==> src/ccma_pkg.sv <==
// Shared types and constants of the class-conditioned mean accumulator.
// No dependencies; every other file imports this package.
package ccma_pkg;

  // Input item word
  typedef struct packed {
    logic [1:0]  mode;
    logic [3:0]  lane;
    logic [7:0]  data_byte;
    logic [5:0]  set_index;
    logic [15:0] timing;
  } in_t;

  // Result word
  typedef struct packed {
    logic signed [19:0] mean_offset;
    logic [55:0]        square_sum;
    logic [31:0]        record_count;
    logic               status;
  } out_t;

  // Item operations; the unused code is dropped at the front
  typedef enum logic [1:0] {
    OP_COUNT = 2'd0,
    OP_ACCUM = 2'd1,
    OP_QUERY = 2'd2,
    OP_NONE  = 2'd3
  } op_e;

  // Configuration register indexes
  localparam logic CFG_CLASS_MASK   = 1'b0;
  localparam logic CFG_SAMPLE_LIMIT = 1'b1;
  localparam int   CfgDataW         = 16;
  localparam logic [7:0]  ClassMaskReset   = 8'd255;
  localparam logic [15:0] SampleLimitReset = 16'd400;

  // Classified command passed from front to back
  typedef struct packed {
    op_e         op;
    logic        ok;
    logic [3:0]  lane;
    logic [7:0]  cls;
    logic [5:0]  set_idx;
    logic [15:0] val;
  } cmd_t;

  localparam int CmdqDepth = 2;

  // Divider geometry: numerator is sum*1000 + count/2
  localparam int NumW = 66;
  localparam int DenW = 40;

  // Store widths
  localparam int CntW  = 32;
  localparam int TotW  = 40;
  localparam int SumW  = 48;
  localparam int SqW   = 56;

  // Scaled mean cap and offset limits
  localparam logic [63:0]        MeanCap = 64'd9007199254740992000;
  localparam logic signed [64:0] OffMax  = 65'sd524287;
  localparam logic signed [64:0] OffMin  = -65'sd524288;

  // Back-end sequencer states
  typedef enum logic [2:0] {
    ST_CLEAR,
    ST_IDLE,
    ST_READ,
    ST_DIV_A,
    ST_DIV_B,
    ST_DIFF
  } back_state_e;

endpackage

==> src/ccma_cmdq.sv <==
// Short command queue between front and back ends.
// Depends on ccma_pkg.
module ccma_cmdq import ccma_pkg::*; (
  input  logic clk_i,
  input  logic rst_ni,
  input  logic push_i,
  input  cmd_t data_i,
  input  logic pop_i,
  output logic full_o,
  output logic valid_o,
  output cmd_t data_o
);

  localparam int PtrW = (CmdqDepth > 1) ? $clog2(CmdqDepth) : 1;
  localparam int CntQW = $clog2(CmdqDepth + 1);

  cmd_t             slot_q [CmdqDepth];
  logic [PtrW-1:0]  wr_q, rd_q;
  logic [CntQW-1:0] cnt_q;

  assign full_o  = (int'(cnt_q) == CmdqDepth);
  assign valid_o = (cnt_q != '0);
  assign data_o  = slot_q[rd_q];

  // Store pushed words
  always_ff @(posedge clk_i) begin
    if (push_i) begin
      slot_q[wr_q] <= data_i;
    end
  end

  // Advance pointers and fill count
  always_ff @(posedge clk_i or negedge rst_ni) begin
    if (!rst_ni) begin
      wr_q  <= '0;
      rd_q  <= '0;
      cnt_q <= '0;
    end else begin
      if (push_i) begin
        wr_q <= (int'(wr_q) == CmdqDepth - 1) ? '0 : wr_q + 1'b1;
      end
      if (pop_i) begin
        rd_q <= (int'(rd_q) == CmdqDepth - 1) ? '0 : rd_q + 1'b1;
      end
      if (push_i && !pop_i) begin
        cnt_q <= cnt_q + 1'b1;
      end else if (pop_i && !push_i) begin
        cnt_q <= cnt_q - 1'b1;
      end
    end
  end

endmodule

==> config.mk <==
export PLATFORM = sky130hd
export DESIGN_NAME = ccma_cmdq
export DESIGN_NICKNAME = d
export VERILOG_FILES = /design/src/ccma_pkg.sv /design/src/ccma_cmdq.sv
export SDC_FILE = /design/constraint.sdc
export NUM_CORES = 1
export LEC_CHECK = 0
export ABC_AREA = 1
export BUFFER_PORTS_ARGS = -buffer_cell sky130_fd_sc_hd__buf_2
export CAP_MARGIN = 10
export CELL_PAD_IN_SITES_DETAIL_PLACEMENT = 0
export CELL_PAD_IN_SITES_GLOBAL_PLACEMENT = 1
export CORE_MARGIN = 2
export CORE_UTILIZATION = 35
export DETAILED_ROUTE_END_ITERATION = 10
export MAX_ROUTING_LAYER = met4
export PLACE_DENSITY = 0.71
export SKIP_LAST_GASP = 1
export SLEW_MARGIN = 20
export SYNTH_ARGS = -nofsm -noshare
export SYNTH_HDL_FRONTEND = slang
export SYNTH_SLANG_ARGS = --single-unit
==> constraint.sdc <==
create_clock -name clk_i -period 2.8 [get_ports clk_i]
set_clock_uncertainty 0.2 [all_clocks]
set_input_delay 0.28 -clock clk_i [delete_from_list [all_inputs] [get_ports clk_i]]
set_output_delay 0.28 -clock clk_i [all_outputs]
set_load 0.05 [all_outputs]
=== Word level (Yosys, flattened, before mapping) ===
Memory sizes are Yosys's and may differ from the RTL's.
Index checks and enable logic that the tools add are counted.

* $add $sub $neg: 4
* Equal/unequal tests: 1
* Mux-type cells: 6
* Reductions and logical operators: 6

{| class="wikitable"
|+ Operators by type and width
! cell !! count
|-
| $mux 1 || 4
|-
| $mux 2 || 2
|-
| $reduce_bool 2->1 || 2
|-
| $add 1x1->1 const B || 2
|-
| $add 2x1->2 const B || 1
|-
| $eq 2x2->1 const B || 1
|-
| $logic_and 1x1->1 || 2
|-
| $logic_not 1->1 || 2
|-
| $sub 2x1->2 const B || 1
|}

* Flip-flop bits (word level): 4
* RAM bits: 74
* Bits of input ports: 41
* Output and inout bits: 39
* Word-level logic and storage cells: 21
* Memories kept: 1

{| class="wikitable"
|+ Memory list
! memory !! depth !! bits a word !! rd ports !! clocked after memory_dff !! write ports !! line !! RTL
|-
| slot_q || 2 || 37 || 1 || 0 || 1 || ccma_cmdq.sv:17 || <nowiki>cmd_t slot_q [CmdqDepth];</nowiki>
|}

=== Longest topological paths before layout ===
Gate-level depths: netlist (run 1).

* Depth in word-level cells: 4
* Gate-level depth with buffers: 7
* Mapped depth without buffers: 7

=== Least setup slack after synthesis (run 1) ===
No wires, ideal clock.

* Path kind: register to register
* Start point: register wr_q
* End point: memory slot_q[0][0] (netlist name), enable pin
* Data arrival time: 1.971 ns
* Required time: 2.168 ns
* Path slack: 0.197 ns
* Stages on the path, launching flop included: 2
* Period minus slack after synthesis: 2.603 ns
* Cell sequence: dfrtp_1 -> nor2_1

{| class="wikitable"
|+ RTL lines
! item !! line !! RTL
|-
| from (decl) || ccma_cmdq.sv:18 || <nowiki>logic [PtrW-1:0] wr_q, rd_q;</nowiki>
|-
| from (signal assigned) || ccma_cmdq.sv:40 || <nowiki>wr_q <= (int'(wr_q) == CmdqDepth - 1) ? '0 : wr_q + 1'b1;</nowiki>
|-
| to (decl) || ccma_cmdq.sv:17 ||
|}

No word-level cell before the write port.

==> results.toml, run 1 <==
[clock_tree]
cts_root_buf = "clkbuf_8"
cts_sinks = 78
path_clk_slew_ns = 0.07
cts.hold.buffers_added = 40
cts_buffers = 9
clock_path_buffers = 2
cts_resized = 0
cts_tree = "built"
clk_latency_ns = 0.33
post_cts_buffers = 0
htreeDepth = 3

[timing]
period_minus_slack_ns = 2.09
period_share_pct = 74.7
tightest_slew_ns = 0.526
setup_viol = 0
final_max_slew_viol_count = 0
fmax_ghz = 0.478
relSlewSlack_pct = 64.8
finalSetupTns_ns = 0
finalHoldViolations = 0
rsz0062_at_grt = "no"
layout_setup_ws_ns = 0.707

[power_and_ir_drop]
powerDensity_mw_per_mm2 = 1050
pwr-share-seq_pct = 37.9
p_total_uw = 4300
internal-power_uw = 2570
p_sw_share_pct = 40.4
switchingPower_uw = 1740
ir_drop_uv = 492
p_clk_share_pct = 17.9
power.share.combinational_pct = 44.3
leakage_uw = 0.00165

[yosys]
synth_ff_type = "edfxtp_1"
synth_edf_count = 74
async_flop_share_pct = 5.13
yosysSeqAreaShare_pct = 78.5
synth_area_mm2 = 0.00296
ys_ff_latch = 78
synth_common_cells = "edfxtp_1, mux2_4, mux2_2, inv_1, nand2_1"
ys_warn_count = 0
synth_area_leaders = "edfxtp_1, mux2_4, mux2_2, dfrtp_1, buf_6"
syn-num-nets = 182
synth.most_common_cell = "edfxtp_1"
synth_cell_types = 14
yosysTopAreaCellShare_pct = 75.1
synth_top_cell_by_area = "edfxtp_1"
syn_avg_cell_area_um2 = 21.1
synthCells = 140

[worst_setup_path]
critPathRequiredTime_ns = 2.32
crit_fanout = 35
path_class = "register to primary output"
start_kind = "register"
cp.arrival_ns = 1.61
cp-end-kind = "primary output"

[drt]
drt-total-wl_um = 5180
remaining_drc_errors = 0
drtAntennaViolNets = 0
first_pass_iters = 6
vias_per_cell = 4.31
num_vias = 1634
wire_per_inst_um = 13.7
drt_iter0_markers = 30

[outcome]
status = "finished clean"

[placement]
place_congestion = 0.669
dp_hpwl_um = 3220
dp_slack_ns = 1.04
place.port_buffers = 79
dp.cells = 324

[floorplan]
row_count = 33
chipWidth_um = 96.0
coreArea_mm2 = 0.00822
initial_core_util_pct = 36.0
io_pins = 80
die_area_mm2 = 0.00921
die_h_um = 96.0

[global_route]
grt_pass1_vias = 1667
grt_antenna_before_repair = 0
grt_first_pass_wirelength_um = 7850
grtUsageTotal_pct = 12.1
globalRouteOverflowTotal = 0
grt_max_degree = 36

[cells_and_area]
diodes = 0
stdcell_count = 379
drive_gt1_share_pct = 49.3
area_delta_synth_final_pct = 38.2
n_fill_cell = 710
layout.nets = 312
final_core_util_pct = 49.8

[run]
max_cap_violations = 0

[min_path]
hp-class = "input pin to asynchronous set/reset pin"
[power groups by stage]
stage / Combinational [µW] / Clock, µW / Sequential (µW)
after global routing: 2010 / 855 / 1650
after global placement: 1880 / 0 / 1650
final: 1910 / 768 / 1630
after floorplan: 1540 / 0 / 1630
after CTS: 1940 / 801 / 1630
after detailed placement: 1890 / 0 / 1660
[critical path, cell delays in order (launching register included)]
cell,delay [ns]
dfrtp_2,0.42
buf_12,0.27
mux2_2,0.37
buf_2,0.21
[metrics by stage]
step	hold WS [ns]	instance area (µm²)
after detailed placement	-0.109	3510
after floorplan	-0.216	2960
after global routing	0.0371	4090
after global placement	-0.107	3510
after CTS	0.0477	4090
final	0.0683	4090
[layout by cell type, fill, tap and decap left out]
cell / count
buf_2: 79
edfxtp_1: 74
dlygate4sd3_1: 40
mux2_4: 20
mux2_2: 17
clkbuf_8: 9
inv_1: 7
nand2_1: 6
dfrtp_1: 3
xor2_1: 2
clkinv_2: 2
buf_4: 2
buf_12: 2
nor2_1: 1
nor2_4: 1
xnor2_1: 1
nand3_1: 1
nand4_1: 1
ha_1: 1
clkinvlp_4: 1
clkinv_1: 1
bufinv_16: 1
clkbuf_1: 1
dfrtp_2: 1
[logic make-up after synthesis]
kind of cell             after synthesis  synth area share, %
multiplexers                          37                 16.6
AND/OR/NAND/NOR                       10                 1.40
XOR/XNOR                               3                0.888
adder cells (fa/ha/maj)                1                0.423
flip-flops                            78                 78.5
buffers and inverters                 11                 2.20
[final cells by class]
| class | instances | area [µm²] | share of cell area, % |
|---|---|---|---|
| timing repair buffer | 123 | 851 | 20.8 |
| multi-input combinational | 51 | 579 | 14.2 |
| inverter | 7 | 26.3 | 0.642 |
| clock buffer | 10 | 128 | 3.12 |
| tap | 105 | 131 | 3.21 |
| clock inverter | 5 | 51.3 | 1.25 |
| sequential | 78 | 2320 | 56.8 |
[per-layer routing]
layer / part of all wire, % / vias to the layer above / global-route usage [%]
li1: - / 790 / -
met1: 43 / 778 / 13.9
met2: 48 / 56 / 19.3
met4: 1.4 / 0 / 5.24
met3: 7.1 / 10 / 4.15
met5: 0 / - / -
[flip-flops by register name, indices dropped and copies added (netlist names)]
| register | count |
|---|---|
| cnt_q | 2 |
| rd_q | 1 |
| slot_q | 74 |
| wr_q | 1 |
[final timing paths]
kind / end / start / depth (start not counted) / slack [ns]
setup / recovery: data_o[8] / rd_q / 3 / 0.71
hold / removal: wr_q / rst_ni / 2 / 0.07
setup reg to reg: slot_q[0][23] / wr_q / 2 / 1.15
hold reg to reg: cnt_q[1] / cnt_q[1] / 2 / 0.29
max in group asynchronous: rd_q / rst_ni / 2 / 2.20
min in group clk_i: cnt_q[1] / cnt_q[1] / 2 / 0.29
(Power assumes the default switching activity.)
==> inputs of run 2 (changes only) <==
PLACE_DENSITY = 0.73   (was 0.71)
clock period = 1.7 ns   (was 2.8 ns; I/O delays follow)
==> run 2 against run 1 <==
- the run now ends with negative setup slack left
- wire length grew 1.7%
- combinational power grew 82%
- sequential cell count is the same
- total power grew 76%
- utilization grew 2.2 points
- sequential power grew 65%
- first-iteration DRC count grew 10%
- clock power grew 86%
- count of clock-buffer cells in the layout grew 1
- cell area grew 4.5%
- setup slack lost 0.90 ns
- die area is the same
- critical path type unchanged
- critical endpoint is now data_o[21]
- largest power group unchanged
==> results.toml, run 2 (synthesis gave the netlist of run 1 again) <==
[timing]
finalHoldViolations = 0
setup_viol = 37
tightest_slew_ns = 0.258
period_share_pct = 111
final_max_slew_viol_count = 0
rsz0062_at_grt = "yes"
fmax_ghz = 0.529
period_minus_slack_ns = 1.89
relSlewSlack_pct = 82.9
layout_setup_ws_ns = -0.189

[cells_and_area]
n_fill_cell = 674
final_common_cell = "edfxtp_1"
largest_registers = "slot_q (74), cnt_q (2)"
largest_register_ffs = 74
stdcell_count = 385
stdcell_area_mm2 = 0.00427
area_delta_synth_final_pct = 44.4
largest-register = "slot_q"
layout.nets = 318
drive_gt1_share_pct = 50.4
mostFrequentLayoutCells = "edfxtp_1, buf_2, dlygate4sd3_1"
diodes = 0
final_core_util_pct = 52.0

[min_path]
min_to = "cnt_q[1]"
worstHoldStart = "cnt_q[1]"
hp-class = "register to register"
hold_path_depth = 2

[placement]
dp.cells = 327
place.port_buffers = 79
dp_slack_ns = 0.155
place_congestion = 0.718
postPlaceCellArea_mm2 = 0.00356
dp_hpwl_um = 3310

[run]
max_cap_violations = 0

[clock_tree]
path_clk_slew_ns = 0.08
clock_path_buffers = 2
cts_root_buf = "clkbuf_8"
htreeDepth = 3
cts_tree = "built"
clk_latency_ns = 0.33
cts_sinks = 78
cts_buffers = 9

[worst_setup_path]
crit_fanout = 19
crit_slowest_cell = "dfrtp_2"
ff2ff_setup_slack_ns = 0.35
max_stage_delay_ns = 0.42
crit_chain = "buf_12 > mux2_2 > buf_2"
r2r_cells = 3
path_class = "register to primary output"
worstReg2RegStart = "wr_q"
cp-end-kind = "primary output"
critPathRequiredTime_ns = 1.33
cp.arrival_ns = 1.52
start_kind = "register"
r2r_end = "slot_q[1][16]"

[power_and_ir_drop]
leakage_uw = 0.00171
powerDensity_mw_per_mm2 = 1780
ir_drop_uv = 776

[global_route]
grt_antenna_before_repair = 0
grt_max_degree = 29
grt_first_pass_wirelength_um = 7790
globalRouteOverflowTotal = 0
grt_pass1_vias = 1666
grtUsageTotal_pct = 12.1

[outcome]
violations = "negative setup slack"
status = "finished with violations"

[drt]
num_vias = 1657
drt_iter0_markers = 33
vias_per_cell = 4.30
drt-total-wl_um = 5270
drtAntennaViolNets = 0
wire_per_inst_um = 13.7
first_pass_iters = 4
remaining_drc_errors = 0

[floorplan]
die_h_um = 96.0
chipWidth_um = 96.0
initial_core_util_pct = 36.0
io_pins = 80
row_count = 33
coreArea_mm2 = 0.00822
die_area_mm2 = 0.00921
==> run 2: timing repair <==
action / 4_1_cts / 5_1_grt
endpoints found under the setup margin: 37 / 37
pin swaps: 0 / 0
endpoints found under the hold margin: 80 / 0
hold buffers: 41 / 0
buffers inserted: 2 / 0
resized for setup: 25 / 1
==> run 2: through the flow <==
step / hold slack (ns) / TNS, ns / power [µW]
floorplan: -0.326 / 0 / 5230
global placement: -0.214 / 0 / 5910
detailed placement: -0.214 / 0 / 5950
CTS: 0.291 / -6.06 / 7680
global route: 0.301 / -7.30 / 7940
finish: 0.282 / -4.94 / 7590
==> run 2: final cells by class <==
cell class                      instances  area (µm²)  area share (%)
Sequential cell                        78        2320            54.4
Timing Repair Buffer                  129        1000            23.5
Multi-Input combinational cell         51         579            13.6
Clock buffer                           11         131            3.07
Tap cell                              105         131            3.07
Clock inverter                          4        72.6            1.70
Inverter                                7        30.0           0.703
==> run 2: power by group <==
| part | internal (µW) | total [µW] | switching, µW |
|---|---|---|---|
| Combinational | 1280 | 3470 | 2190 |
| Sequential | 2560 | 2690 | 132 |
| Clock | 818 | 1430 | 609 |
==> run 2: layer usage <==
| metal | global-route usage, % | up-vias | wire [µm] |
|---|---|---|---|
| met5 | - | - | 0 |
| li1 | - | 800 | - |
| met4 | 3.57 | 0 | 40 |
| met2 | 20.0 | 54 | 2640 |
| met3 | 4.54 | 6 | 292 |
| met1 | 13.8 | 797 | 2300 |
==> run 2: worst max path at each step <==
stage          from  cells past startpoint  slack [ns]      endpoint
6_report       rd_q                      3       -0.19    data_o[21]
5_1_grt        rd_q                      3       -0.26    data_o[21]
4_1_cts        rd_q                      3       -0.22    data_o[21]
3_5_place_dp   rd_q                      3        0.16    data_o[21]
3_3_place_gp   rd_q                      3        0.18    data_o[23]
2_1_floorplan  wr_q                      2        0.08  slot_q[1][0]
==> run 2: worst max-delay path, delay by kind of cell (launching register included) <==
kind	cells	cell delay, ns
buffers and inverters	2	0.41
multiplexers	1	0.36
flip-flops	1	0.42
