[src/ccma_pkg.sv]
// Shared types and constants of the class-conditioned mean accumulator.
// No dependencies; every other file imports this package.
package ccma_pkg;

  // Input item word
  typedef struct packed {
    logic [1:0]  mode;
    logic [3:0]  lane;
    logic [7:0]  data_byte;
    logic [5:0]  set_index;
    logic [15:0] timing;
  } in_t;

  // Result word
  typedef struct packed {
    logic signed [19:0] mean_offset;
    logic [55:0]        square_sum;
    logic [31:0]        record_count;
    logic               status;
  } out_t;

  // Item operations; the unused code is dropped at the front
  typedef enum logic [1:0] {
    OP_COUNT = 2'd0,
    OP_ACCUM = 2'd1,
    OP_QUERY = 2'd2,
    OP_NONE  = 2'd3
  } op_e;

  // Configuration register indexes
  localparam logic CFG_CLASS_MASK   = 1'b0;
  localparam logic CFG_SAMPLE_LIMIT = 1'b1;
  localparam int   CfgDataW         = 16;
  localparam logic [7:0]  ClassMaskReset   = 8'd255;
  localparam logic [15:0] SampleLimitReset = 16'd400;

  // Classified command passed from front to back
  typedef struct packed {
    op_e         op;
    logic        ok;
    logic [3:0]  lane;
    logic [7:0]  cls;
    logic [5:0]  set_idx;
    logic [15:0] val;
  } cmd_t;

  localparam int CmdqDepth = 2;

  // Divider geometry: numerator is sum*1000 + count/2
  localparam int NumW = 66;
  localparam int DenW = 40;

  // Store widths
  localparam int CntW  = 32;
  localparam int TotW  = 40;
  localparam int SumW  = 48;
  localparam int SqW   = 56;

  // Scaled mean cap and offset limits
  localparam logic [63:0]        MeanCap = 64'd9007199254740992000;
  localparam logic signed [64:0] OffMax  = 65'sd524287;
  localparam logic signed [64:0] OffMin  = -65'sd524288;

  // Back-end sequencer states
  typedef enum logic [2:0] {
    ST_CLEAR,
    ST_IDLE,
    ST_READ,
    ST_DIV_A,
    ST_DIV_B,
    ST_DIFF
  } back_state_e;

endpackage

[src/ccma_front.sv]
// Front end: configuration registers, class masking, clamping, range checks.
// Depends on ccma_pkg.
module ccma_front import ccma_pkg::*; #(
  parameter int LANES   = 16,
  parameter int SETS    = 64,
  parameter int CLASSES = 256
) (
  input  logic                clk_i,
  input  logic                rst_ni,
  input  logic                cfg_we_i,
  input  logic                cfg_idx_i,
  input  logic [CfgDataW-1:0] cfg_data_i,
  input  logic                accept_i,
  input  in_t                 item_i,
  output logic                cmd_valid_o,
  output cmd_t                cmd_o
);

  logic [7:0]  class_mask_q;
  logic [15:0] sample_limit_q;
  logic [7:0]  cls;
  logic        lane_ok, cls_ok, set_ok;

  // Hold configuration
  always_ff @(posedge clk_i or negedge rst_ni) begin
    if (!rst_ni) begin
      class_mask_q   <= ClassMaskReset;
      sample_limit_q <= SampleLimitReset;
    end else if (cfg_we_i) begin
      unique case (cfg_idx_i)
        CFG_CLASS_MASK:   class_mask_q   <= cfg_data_i[7:0];
        CFG_SAMPLE_LIMIT: sample_limit_q <= cfg_data_i[15:0];
        default: ;
      endcase
    end
  end

  // Classify the item
  always_comb begin
    cls     = item_i.data_byte & class_mask_q;
    lane_ok = int'(item_i.lane) < LANES;
    cls_ok  = int'(cls) < CLASSES;
    set_ok  = int'(item_i.set_index) < SETS;
    cmd_valid_o   = accept_i && (item_i.mode != OP_NONE);
    cmd_o.op      = op_e'(item_i.mode);
    cmd_o.ok      = (item_i.mode == OP_COUNT) ? (lane_ok && cls_ok)
                                              : (lane_ok && cls_ok && set_ok);
    cmd_o.lane    = item_i.lane;
    cmd_o.cls     = cls;
    cmd_o.set_idx = item_i.set_index;
    cmd_o.val     = (item_i.timing > sample_limit_q) ? sample_limit_q : item_i.timing;
  end

endmodule

[config.mk]
export PLATFORM = sky130hd
export DESIGN_NAME = ccma_front
export DESIGN_NICKNAME = d
export VERILOG_FILES = /design/src/ccma_pkg.sv /design/src/ccma_front.sv
export SDC_FILE = /design/constraint.sdc
export NUM_CORES = 1
export LEC_CHECK = 0
export BUFFER_PORTS_ARGS = -buffer_cell sky130_fd_sc_hd__buf_2
export CAP_MARGIN = 40
export CORE_MARGIN = 3
export CORE_UTILIZATION = 43
export DETAILED_ROUTE_END_ITERATION = 6
export GPL_TIMING_DRIVEN = 1
export HOLD_SLACK_MARGIN = 0.1
export PLACE_DENSITY = 0.8
export SLEW_MARGIN = 10
export SYNTH_ARGS = -nofsm -noshare
export SYNTH_HDL_FRONTEND = slang
export SYNTH_SLANG_ARGS = --single-unit
[constraint.sdc]
create_clock -name clk_i -period 2.1 [get_ports clk_i]
set_input_delay 0.21 -clock clk_i [delete_from_list [all_inputs] [get_ports clk_i]]
set_output_delay 0.21 -clock clk_i [all_outputs]
set_load 0.005 [all_outputs]
* After elaboration in Yosys (flattened, before gate mapping)
Cells that the tools add are included.
Storage, ports and cells: bits in registers 24, ROM bits 0, bits of input ports 57, logic and storage cells 10, latch bits 0, memories 0, output and inout port bits 38, memory bits (writable) 0
Cells by class: $add $sub $neg 0, reduce and logical (&&, ||, !) cells 3, multipliers 0, equality and inequality tests 1, multiplexer cells 1, shift-type cells 0, magnitude comparators 1, bitwise gates (word level) 2, div/mod/pow operators 0
Operators with widths (number):
- $gt 16x16->1 | 1
- $mux 16 | 1
- $and 8x8->8 | 1
- $reduce_and 2->1 | 2
- $ne 2x2->1 const B | 1
- $logic_and 1x1->1 | 1
- $not 1->1 | 1

* Longest topological paths before layout
Gate-level depths: netlist (run 1).
depth in word-level cells 2, gate-level depth with buffers 9, depth with buffers taken out 7

* Least setup slack after synthesis (run 1)
Ideal clock, no wire load.
path kind reg2out, start point register sample_limit_q[13], end point output port cmd_o[10] (netlist name), required time 1.890 ns, arrival 1.959 ns, path buffers 2, setup slack -0.069 ns, cell stages (with the launch flop) 10, cells stage by stage dfrtp_1 -> inv_1 -> ha_1 -> a21oi_2 -> o21ai_2 -> or3_1 -> buf_2 -> buf_6 -> o311ai_1 -> nand3_1
RTL lines:
- start, declared | line ccma_front.sv:20 | logic [15:0] sample_limit_q;
- start signal, assigned | line ccma_front.sv:28 | sample_limit_q <= SampleLimitReset;
- start signal, assigned | line ccma_front.sv:32 | CFG_SAMPLE_LIMIT: sample_limit_q <= cfg_data_i[15:0];
- end, declared | line ccma_front.sv:16 | output cmd_t cmd_o

==> results of run 1 <==
==> power by group <==
part	total [µW]	switching (µW)	internal (µW)	leakage (µW)
clock network	308	141	167	0.0000288
logic	978	478	500	0.00111
registers	604	50.4	553	0.000268
==> what timing repair did <==
action,4_1_cts,5_1_grt
pin swaps,5,10
endpoints found under the setup margin,16,16
hold buffers,1,0
setup buffers,4,7
gates resized for setup,28,14
gates cloned,3,0
hold endpoints to repair,13,0
==> kinds of logic (layout without fill, tap and decap cells) <==
kind of cell             after synthesis  count (layout)  synth area share, %
other                                  1               1                0.177
buffers and inverters                 45             136                 11.3
flip-flops                            24              24                 28.9
AO/OA/AOI/OAI                         30              31                 11.5
AND/OR/NAND/NOR                       89              90                 25.9
multiplexers                          24              24                 12.7
adder cells (fa/ha/maj)               16              16                 9.42
==> routing by layer <==
metal | up-vias | global-route usage (%)
met5 | - | 0
met3 | 25 | 2.96
met1 | 1122 | 29.4
met2 | 176 | 37.5
met4 | 0 | 5.62
li1 | 1033 | -
==> sequential cells by signal (all words and copies together) (netlist names) <==
signal          cells
sample_limit_q     16
class_mask_q        8
==> cell usage in the layout, fill, tap and decap left out, types with 11 or more instances in the layout <==
| cell type | instances |
|---|---|
| dfrtp_1 | 13 |
| mux2_2 | 24 |
| nor4b_1 | 15 |
| dfstp_2 | 11 |
| buf_4 | 36 |
| nand3_1 | 44 |
| inv_1 | 12 |
| buf_2 | 73 |
==> how the worst min path moves through the flow <==
stage | startpoint | end | cells after the start
floorplan | rst_ni | sample_limit_q[0] | 0
global placement | rst_ni | sample_limit_q[0] | 1
detailed placement | rst_ni | sample_limit_q[0] | 1
CTS | cfg_data_i[13] | sample_limit_q[13] | 2
global route | cfg_data_i[12] | sample_limit_q[12] | 2
finish | cfg_data_i[13] | sample_limit_q[13] | 2
==> stage by stage <==
step | instances | setup WS, ns | power (µW) | hold slack (ns)
finish | 387 | -0.552 | 1890 | 0.175
global route | 387 | -0.613 | 2000 | 0.171
global placement | 368 | -0.207 | 1370 | 0.204
floorplan | 229 | -0.0110 | 1080 | -0.0856
CTS | 380 | -0.407 | 1810 | 0.172
detailed placement | 368 | -0.270 | 1400 | 0.217
==> cell usage after synthesis (2+ instances only) <==
| library cell | instances | area share (%) |
|---|---|---|
| a21oi_1 | 5 | 1.2 |
| and2_1 | 8 | 2.4 |
| buf_2 | 3 | 0.71 |
| buf_4 | 14 | 4.9 |
| buf_6 | 2 | 1.1 |
| clkbuf_1 | 8 | 1.4 |
| dfrtp_1 | 13 | 15 |
| dfstp_2 | 11 | 14 |
| ha_1 | 16 | 9.4 |
| inv_1 | 17 | 3.0 |
| mux2_2 | 24 | 13 |
| nand2_1 | 7 | 1.2 |
| nand3_1 | 46 | 11 |
| nand4_1 | 2 | 0.59 |
| nor2_1 | 2 | 0.35 |
| nor4b_1 | 15 | 6.2 |
| o21ai_2 | 2 | 0.82 |
| o311ai_1 | 16 | 6.6 |
==> area by class of cell <==
class	count	area, µm²	area share (%)
inverters	17	63.8	2.04
well taps	65	81.3	2.60
repair buffers	115	711	22.7
clock buffers	4	55.1	1.76
flip-flops and latches	24	614	19.6
multi-input cells	162	1600	51.2
==> flow_metrics.env, run 1 <==
export IMPL_status="finished, violations left"
export IMPL_violations="negative setup slack"
export IMPL_drc=0
export IMPL_hpwl_um=4590
export IMPL_synth_seq_cells=24
export IMPL_diodes=0
export IMPL_vias_per_cell=6.09
export IMPL_numPortBuffers=73
export IMPL_top_layer_used="met4"
export IMPL_crit_path_max_fanout=8
export IMPL_holdCritPathClass="input port to register"
export IMPL_fp_dieH_um=76.3
export IMPL_skew_ns=0
export IMPL_start_util_pct=46.5
export IMPL_ir_drop_uv=488
export IMPL_cts_sinks=24
export IMPL_p_per_area_nw_per_um2=604
export IMPL_cts_tree="built"
export IMPL_synthesis_area_um2=2120
export IMPL_synth_fp_nets=302
export IMPL_yosysWarnings=0
export IMPL_wl_um=7090
export IMPL_start_kind="register"
export IMPL_startpoint="sample_limit_q[9]"
export IMPL_grt_start_max_net_pins=25
export IMPL_max_freq_mhz=377
export IMPL_min_period_ns=2.65
export IMPL_cts_made_buffers=3
export IMPL_tightest_slew_ns=0.662
export IMPL_critPathTopFamily="simple AND/OR/NAND/NOR gates"
export IMPL_layout_drive_gt1_share_pct=60.9
export IMPL_cpMaxStageDelayCell="dfrtp_1"
export IMPL_ios=95
export IMPL_dr_first_iter_drc_count=217
export IMPL_dieArea_um2=5820
export IMPL_cp_arrival_ns=2.44
export IMPL_rsz0062_at_grt="yes"
export IMPL_clockRootBuffer="clkbuf_8"
export IMPL_synth_avg_cell_area_um2=9.28
export IMPL_ys_types=36
export IMPL_die_x_um=76.3
export IMPL_fin_area_um2=3130
export IMPL_tns_ns=-7.46
export IMPL_wire_per_inst_um=18.3
export IMPL_synthArstFlopShare_pct=100
export IMPL_nNetsFinal=396
export IMPL_clkTransAtPathRegs_ns=0.08
export IMPL_crit_end="cmd_o[1]"
export IMPL_grt_pass1_wl_um=10800
export IMPL_crit_cells=9
export IMPL_ys_seq_area_share_pct=28.9
export IMPL_synth_cells=229
export IMPL_wl_met3_um=659
export IMPL_placed_cell_area_um2=2670
export IMPL_end_kind="primary output"
export IMPL_place_gp_congestion=0.875
export IMPL_num_fill_cells=342
export IMPL_path_cells="inv_1, ha_1, a21oi_1, nor3_2, or3_4, buf_6, o311ai_4, nand3_1, buf_2"
export IMPL_rr_worst_depth=2
export IMPL_synth_top_flop_cell="dfrtp_1"
export IMPL_num_vias=2356
export IMPL_syn_to_final_growth_pct=47.2
export IMPL_clkLatencyLatePin_ns=0.26
export IMPL_setup_violations=16
export IMPL_r2r_setup_slack_ns=1.13
export IMPL_fin_util_pct=68.5
export IMPL_grt_ovfl_total=0
export IMPL_slew_headroom_pct=55.8
export IMPL_grt_antenna_before_repair=0
export IMPL_coreArea_um2=4560
export IMPL_wl_met2_um=3370
export IMPL_critPathKind="register to primary output"
export IMPL_leakage_uw=0.00141
export IMPL_synth_edf_count=0
export IMPL_r2r_start="sample_limit_q[13]"
export IMPL_final_hold_violation_count=0
export IMPL_r2r_end="sample_limit_q[13]"
export IMPL_drtPass1Iterations=5
export IMPL_row_count=24
export IMPL_crit_buf_inv=3
export IMPL_grt_pass1_vias=2227
export IMPL_track_usage_pct=22.0
export IMPL_htreeDepth=1
export IMPL_drv_slew=0
export IMPL_drt_met1_wl_um=2920
export IMPL_required_ns=1.89
export IMPL_layout_setup_ws_ns=-0.552
export IMPL_max_stage_delay_ns=0.36
export IMPL_cts_max_path_buffers=2
export IMPL_antenna_left=0
export IMPL_cap_violations=0
export IMPL_fin_crit_sh_pct=126
Power figures use the tool's default switching activity.
==> run 2: changes to the inputs <==
--- a/config.mk
+++ b/config.mk
@@ -5,14 +5,14 @@
 export SDC_FILE = /design/constraint.sdc
 export NUM_CORES = 1
 export LEC_CHECK = 0
+export ABC_AREA = 1
 export BUFFER_PORTS_ARGS = -buffer_cell sky130_fd_sc_hd__buf_2
-export CAP_MARGIN = 40
 export CORE_MARGIN = 3
-export CORE_UTILIZATION = 43
+export CORE_UTILIZATION = 45
 export DETAILED_ROUTE_END_ITERATION = 6
 export GPL_TIMING_DRIVEN = 1
 export HOLD_SLACK_MARGIN = 0.1
-export PLACE_DENSITY = 0.8
+export PLACE_DENSITY = 0.84
 export SLEW_MARGIN = 10
 export SYNTH_ARGS = -nofsm -noshare
 export SYNTH_HDL_FRONTEND = slang
==> constraint.sdc (replaced) <==
create_clock -name clk_i -period 2.8 [get_ports clk_i]
set_input_delay 0.28 -clock clk_i [delete_from_list [all_inputs] [get_ports clk_i]]
set_output_delay 0.28 -clock clk_i [all_outputs]
set_load 0.005 [all_outputs]
==> run 2 against run 1 <==
- the flow now finishes without violations
- critical path type unchanged
- cell count shrank 11%
- clock power shrank 36%
- global-route usage shrank 4.3 points
- largest power group is now sequential cells
- non-clock buffer count shrank 41
- die area shrank 21%
- largest cell class unchanged
- register-to-register slack gained 0.87 ns
- sequential power shrank 28%
- clock skew is the same
- synthesized cell count grew 4.8%
==> flow_metrics.env, run 2 <==
export IMPL_end_kind="primary output"
export IMPL_synth_top_cell_area_share_pct=18.9
export IMPL_swShare_pct=32.9
export IMPL_synthArstFlopShare_pct=100
export IMPL_syn_to_final_growth_pct=20.2
export IMPL_fin_crit_sh_pct=92.4
export IMPL_num_fill_cells=347
export IMPL_grt_pass1_wl_um=6370
export IMPL_ir_drop_uv=323
export IMPL_r2r_end="sample_limit_q[7]"
export IMPL_largest_register_ffs=16
export IMPL_num_vias=1616
export IMPL_synth_largest_area_cell="dfrtp_1"
export IMPL_dr_first_iter_drc_count=68
export IMPL_crit_end="cmd_o[5]"
export IMPL_cts_sinks=24
export IMPL_status="completed"
export IMPL_r2r_setup_slack_ns=2.00
export IMPL_cts_setup_buffers=0
export IMPL_p_per_area_nw_per_um2=474
export IMPL_synthesis_area_um2=1720
export IMPL_combPwrFrac_pct=35.5
export IMPL_tightest_slew_ns=0.874
export IMPL_synth_fp_nets=313
export IMPL_clockRootBuffer="clkbuf_8"
export IMPL_most_common_layout_cells="74 x nand2_1, 73 x buf_2, 37 x inv_1"
export IMPL_r2r_start="sample_limit_q[7]"
export IMPL_final_common_cell="nand2_1"
export IMPL_synth_cells=240
export IMPL_coreArea_um2=3490
export IMPL_synth_top_family_by_area="simple AND/OR/NAND/NOR gates"
export IMPL_cap_violations=0
export IMPL_die_x_um=67.8
export IMPL_crit_path_max_fanout=17
export IMPL_intPower_uw=657
export IMPL_p_seq_share_pct=44.3
export IMPL_vias_per_cell=4.70
export IMPL_yosysWarnings=0
export IMPL_hpwl_um=3210
export IMPL_clkTransAtPathRegs_ns=0.08
export IMPL_top_regs="sample_limit_q x16, class_mask_q x8"
export IMPL_track_usage_pct=17.7
export IMPL_synth_xor_area_share_pct=0
export IMPL_grt_pass1_vias=1559
export IMPL_skew_ns=0
export IMPL_slew_headroom_pct=41.6
export IMPL_diodes=0
export IMPL_regMostFlops="sample_limit_q"
export IMPL_min_period_ns=2.59
export IMPL_start_util_pct=49.2
export IMPL_synth_compound_area_share_pct=9.90
export IMPL_wire_per_inst_um=11.2
export IMPL_synth_top_flop_cell="dfrtp_1"
export IMPL_cp_arrival_ns=2.31
export IMPL_synth_fa_ha_area_share_pct=11.6
export IMPL_synth_edf_count=0
export IMPL_synth_area_top_cells="dfrtp_1 19%, dfstp_2 17%, nand2_1 16%"
export IMPL_startpoint="sample_limit_q[8]"
export IMPL_holdCritPathClass="input port to register"
export IMPL_layout_drive_gt1_share_pct=30.5
export IMPL_cts_made_buffers=3
export IMPL_clkLatencyLatePin_ns=0.25
export IMPL_synth_common_cells="74 x nand2_1, 37 x inv_1, 17 x nand3_1, 17 x o21ai_0, 16 x ha_1"
export IMPL_cts_max_path_buffers=2
export IMPL_final_hold_violation_count=0
export IMPL_yosys_area_share_simple_pct=26.5
export IMPL_drv_slew=0
export IMPL_numPortBuffers=73
export IMPL_drc=0
export IMPL_synth_most_common_cell="nand2_1"
export IMPL_ys_types=22
export IMPL_ys_seq_area_share_pct=35.7
export IMPL_synth_avg_cell_area_um2=7.16
export IMPL_nNetsFinal=372
export IMPL_critPathKind="register to primary output"
export IMPL_synth_mux_area_fraction_pct=0
export IMPL_cts_tree="built"
export IMPL_leakage_uw=0.00126
export IMPL_required_ns=2.52
export IMPL_grt_antenna_before_repair=0
export IMPL_start_kind="register"
export IMPL_whs_ns=0.251
export IMPL_ios=95
export IMPL_dieArea_um2=4600
export IMPL_fp_dieH_um=67.8
export IMPL_rsz0062_at_grt="no"
export IMPL_power_frac_clock_pct=20.2
export IMPL_synth_seq_cells=24
export IMPL_row_count=21
export IMPL_grt_ovfl_total=0
export IMPL_whs_path_depth=3
export IMPL_max_freq_mhz=387
export IMPL_grt_start_max_net_pins=33
export IMPL_antenna_left=0
export IMPL_drtPass1Iterations=4
export IMPL_wl_um=3870
export IMPL_power_switching_uw=323
export IMPL_htreeDepth=1
export IMPL_tns_ns=0
export IMPL_rr_worst_depth=2
export IMPL_place_gp_congestion=0.905
export IMPL_setup_violations=0
## run 2: cell types whose count changed after synthesis, sizes merged, moves of 3 or more
cell,before,now
nand2,8,76
nand3,46,18
mux2,24,0
inv,17,37
o311ai,16,0
nor4b,15,0
o21ai,3,17
nor2,2,13
a21oi,6,14
and2,8,0
clkbuf,8,3
buf,20,17
## run 2: power groups by stage
| stage | Clock (µW) | Sequential [µW] | Combinational [µW] |
|---|---|---|---|
| after global placement | 0 | 437 | 336 |
| final | 198 | 434 | 348 |
| after floorplan | 0 | 430 | 233 |
| after CTS | 203 | 433 | 351 |
| after global routing | 216 | 440 | 408 |
| after detailed placement | 0 | 439 | 348 |
## run 2: cell type report
type                            instances  area, µm²  share of cell area [%]
Inverter                               37        139                    6.72
Clock buffer                            4       45.0                    2.18
Timing Repair Buffer                   74        375                    18.2
Multi-Input combinational cell        159        835                    40.4
Sequential cell                        24        614                    29.7
Tap cell                               46       57.6                    2.79
## run 2: how the worst min path moves through the flow
stage                  start                  to
2_1_floorplan         rst_ni   sample_limit_q[0]
6_report       cfg_data_i[0]     class_mask_q[0]
4_1_cts        cfg_data_i[0]     class_mask_q[0]
5_1_grt        cfg_data_i[0]     class_mask_q[0]
3_5_place_dp          rst_ni  sample_limit_q[11]
3_3_place_gp          rst_ni   sample_limit_q[9]
## run 2: repair_timing
item / 4_1_cts / 5_1_grt
hold buffers: 1 / 0
setup endpoints to repair: 0 / 5
gates resized for setup: 0 / 1
hold endpoints to repair: 13 / 0
## run 2: stage by stage
step / setup slack, ns / total power (µW) / area [µm²] / util (%) / instances
2_1_floorplan: 0.873 / 662 / 1720 / - / 240
3_3_place_gp: 0.551 / 773 / 2010 / 57.4 / 339
3_5_place_dp: 0.484 / 787 / 2010 / 57.4 / 339
4_1_cts: 0.191 / 987 / 2060 / 59.0 / 344
5_1_grt: 0.00826 / 1060 / 2070 / 59.1 / 344
6_report: 0.214 / 980 / 2070 / 59.1 / 344
## run 2: critical path, stage by stage (launching register included)
cell and delay, ns:
dfstp_2 0.54, inv_1 0.06, ha_1 0.27, nand4_1 0.09, nor3_2 0.19, nand3_2 0.34, nand2_4 0.30, nand2_1 0.08
nand2_1 0.06, buf_2 0.10
## run 2: layer usage
layer  GRT usage (%)  wire length [µm]
met1            22.4              1700
met2            31.1              1870
met3            2.46               270
met4            5.96                31
met5               0                 0
## run 2: cells by family after synthesis
| group | count (synthesis) |
|---|---|
| AOI/OAI and AO/OA | 33 |
| adders and majority gates | 16 |
| and+or+nand+nor | 109 |
| buffers and inverters | 57 |
| other | 1 |
| DFF | 24 |
==> run 3: changes to the inputs <==
--- a/config.mk
+++ b/config.mk
@@ -7,12 +7,14 @@
 export LEC_CHECK = 0
 export ABC_AREA = 1
 export BUFFER_PORTS_ARGS = -buffer_cell sky130_fd_sc_hd__buf_2
+export CELL_PAD_IN_SITES_DETAIL_PLACEMENT = 0
+export CELL_PAD_IN_SITES_GLOBAL_PLACEMENT = 1
 export CORE_MARGIN = 3
-export CORE_UTILIZATION = 45
+export CORE_UTILIZATION = 30
 export DETAILED_ROUTE_END_ITERATION = 6
 export GPL_TIMING_DRIVEN = 1
 export HOLD_SLACK_MARGIN = 0.1
-export PLACE_DENSITY = 0.84
+export PLACE_DENSITY = 0.83
 export SLEW_MARGIN = 10
 export SYNTH_ARGS = -nofsm -noshare
 export SYNTH_HDL_FRONTEND = slang
==> run 3 against run 2 <==
- cell count increased by 7.0%
- worst setup slack gained 0.050 ns
- worst hold slack worse by 0.0060 ns
- core utilization shrank 20 points
- clock power up 19%
- sequential power about the same
- fmax is 2.0% higher
- wire length grew 1.4%
- combinational power is 1% lower
- non-clock buffer count unchanged
- flip-flop and latch count unchanged
- register-to-register slack hardly changed
- critical endpoint is now cmd_o[15]
- largest cell class unchanged
==> flow_metrics.env, run 3 (synthesized netlist as in run 2, its figures left out) <==
export IMPL_status="completed"
export IMPL_grt_antenna_before_repair=0
export IMPL_start_util_pct=32.2
export IMPL_crit_path_max_fanout=17
export IMPL_antenna_left=0
export IMPL_fp_dieH_um=81.7
export IMPL_ir_drop_uv=182
export IMPL_cts_tree="built"
export IMPL_setup_violations=0
export IMPL_fin_crit_sh_pct=90.6
export IMPL_clockRootBuffer="clkbuf_8"
export IMPL_wl_um=3920
export IMPL_r2r_setup_slack_ns=1.99
export IMPL_wire_per_inst_um=10.7
export IMPL_drv_slew=0
export IMPL_whs_ns=0.245
export IMPL_final_common_cell="nand2_1"
export IMPL_cap_violations=0
export IMPL_holdCritPathClass="input port to register"
export IMPL_rr_worst_depth=2
export IMPL_grt_ovfl_total=0
export IMPL_tns_ns=0
export IMPL_hpwl_um=3200
export IMPL_p_per_area_nw_per_um2=482
export IMPL_dr_first_iter_drc_count=59
export IMPL_grt_start_max_net_pins=33
export IMPL_diodes=0
export IMPL_cts_setup_buffers=0
export IMPL_tightest_slew_ns=0.893
export IMPL_layout_drive_gt1_share_pct=30.9
export IMPL_skew_ns=0
export IMPL_syn_to_final_growth_pct=22.5
export IMPL_leakage_uw=0.00127
export IMPL_track_usage_pct=11.9
export IMPL_r2r_end="sample_limit_q[4]"
export IMPL_rsz0062_at_grt="no"
export IMPL_critPathKind="register to primary output"
export IMPL_dieArea_um2=6670
export IMPL_top_regs="sample_limit_q x16, class_mask_q x8"
export IMPL_start_kind="register"
export IMPL_drc=0
export IMPL_cp_arrival_ns=2.26
export IMPL_ios=95
export IMPL_required_ns=2.52
export IMPL_clkLatencyLatePin_ns=0.26
export IMPL_nNetsFinal=372
export IMPL_cts_max_path_buffers=2
export IMPL_regMostFlops="sample_limit_q"
export IMPL_slew_headroom_pct=40.3
export IMPL_worstHoldStart="cfg_data_i[7]"
export IMPL_max_freq_mhz=394
export IMPL_worstHoldEndpoint="sample_limit_q[7]"
export IMPL_numPortBuffers=73
export IMPL_grt_pass1_vias=1425
export IMPL_clkTransAtPathRegs_ns=0.09
export IMPL_most_common_layout_cells="74 x nand2_1, 73 x buf_2, 37 x inv_1"
export IMPL_r2r_start="sample_limit_q[4]"
export IMPL_grt_pass1_wl_um=6260
export IMPL_row_count=26
export IMPL_cts_sinks=24
export IMPL_cts_made_buffers=3
export IMPL_num_vias=1567
export IMPL_vias_per_cell=4.26
export IMPL_coreArea_um2=5340
export IMPL_htreeDepth=1
export IMPL_final_hold_violation_count=0
export IMPL_min_period_ns=2.54
export IMPL_die_x_um=81.7
export IMPL_place_gp_congestion=0.818
export IMPL_drtPass1Iterations=4
export IMPL_end_kind="primary output"
export IMPL_largest_register_ffs=16
export IMPL_whs_path_depth=3
run 3: layer usage:
layer | share of wire, % | track usage [%] | up-vias
li1 | - | - | 849
met1 | 47 | 16.0 | 660
met2 | 44 | 19.2 | 52
met3 | 7.1 | 2.41 | 6
met4 | 1.3 | 3.65 | 0
met5 | 0 | 0 | -
run 3: area by class of cell:
class | count | area [µm²]
Fill cell | 583 | 3230
Multi-Input combinational cell | 159 | 835
Sequential cell | 24 | 614
Timing Repair Buffer | 74 | 375
Inverter | 37 | 139
Tap cell | 70 | 87.6
Clock buffer | 4 | 55.1
run 3: worst max-delay path by stage:
stage                           start   endpoint  slack, ns  depth (start not counted)
floorplan           sample_limit_q[7]  cmd_o[10]       0.87                         12
global placement    sample_limit_q[7]  cmd_o[14]       0.50                         12
detailed placement  sample_limit_q[7]  cmd_o[15]       0.50                         12
CTS                 sample_limit_q[7]  cmd_o[15]       0.20                         12
global route        sample_limit_q[7]   cmd_o[0]       0.02                          9
finish              sample_limit_q[7]  cmd_o[15]       0.26                          9
run 3: power breakdown:
group          switching [µW]  total, µW  leakage [µW]  internal (µW)
Sequential               31.0        436      0.000266            405
Clock                     111        236     0.0000288            125
Combinational             193        343      0.000974            150
Total                     335       1010       0.00127            680
run 3: worst max-delay path, cell delays in order (launching register included):
cell,delay [ns]
dfstp_2,0.57
inv_1,0.05
ha_1,0.28
nand2_1,0.06
nor2_1,0.17
nand3_2,0.33
nand2_4,0.30
nand2_1,0.07
nand2_1,0.06
buf_2,0.11
run 3: through the flow:
stage | cell area [µm²] | util [%] | setup WS [ns] | instances | total power [µW]
finish | 2110 | 39.5 | 0.264 | 368 | 1010
global route | 2110 | 39.5 | 0.0220 | 368 | 1110
CTS | 2100 | 39.4 | 0.203 | 368 | 1030
detailed placement | 2040 | 38.2 | 0.503 | 363 | 788
global placement | 2040 | 38.2 | 0.497 | 363 | 784
floorplan | 1720 | - | 0.873 | 240 | 662
run 3: repair_timing:
action / 4_1_cts / 5_1_grt
resized for setup: 0 / 1
hold buffers: 1 / 0
hold endpoints to repair: 13 / 0
setup endpoints to repair: 0 / 16
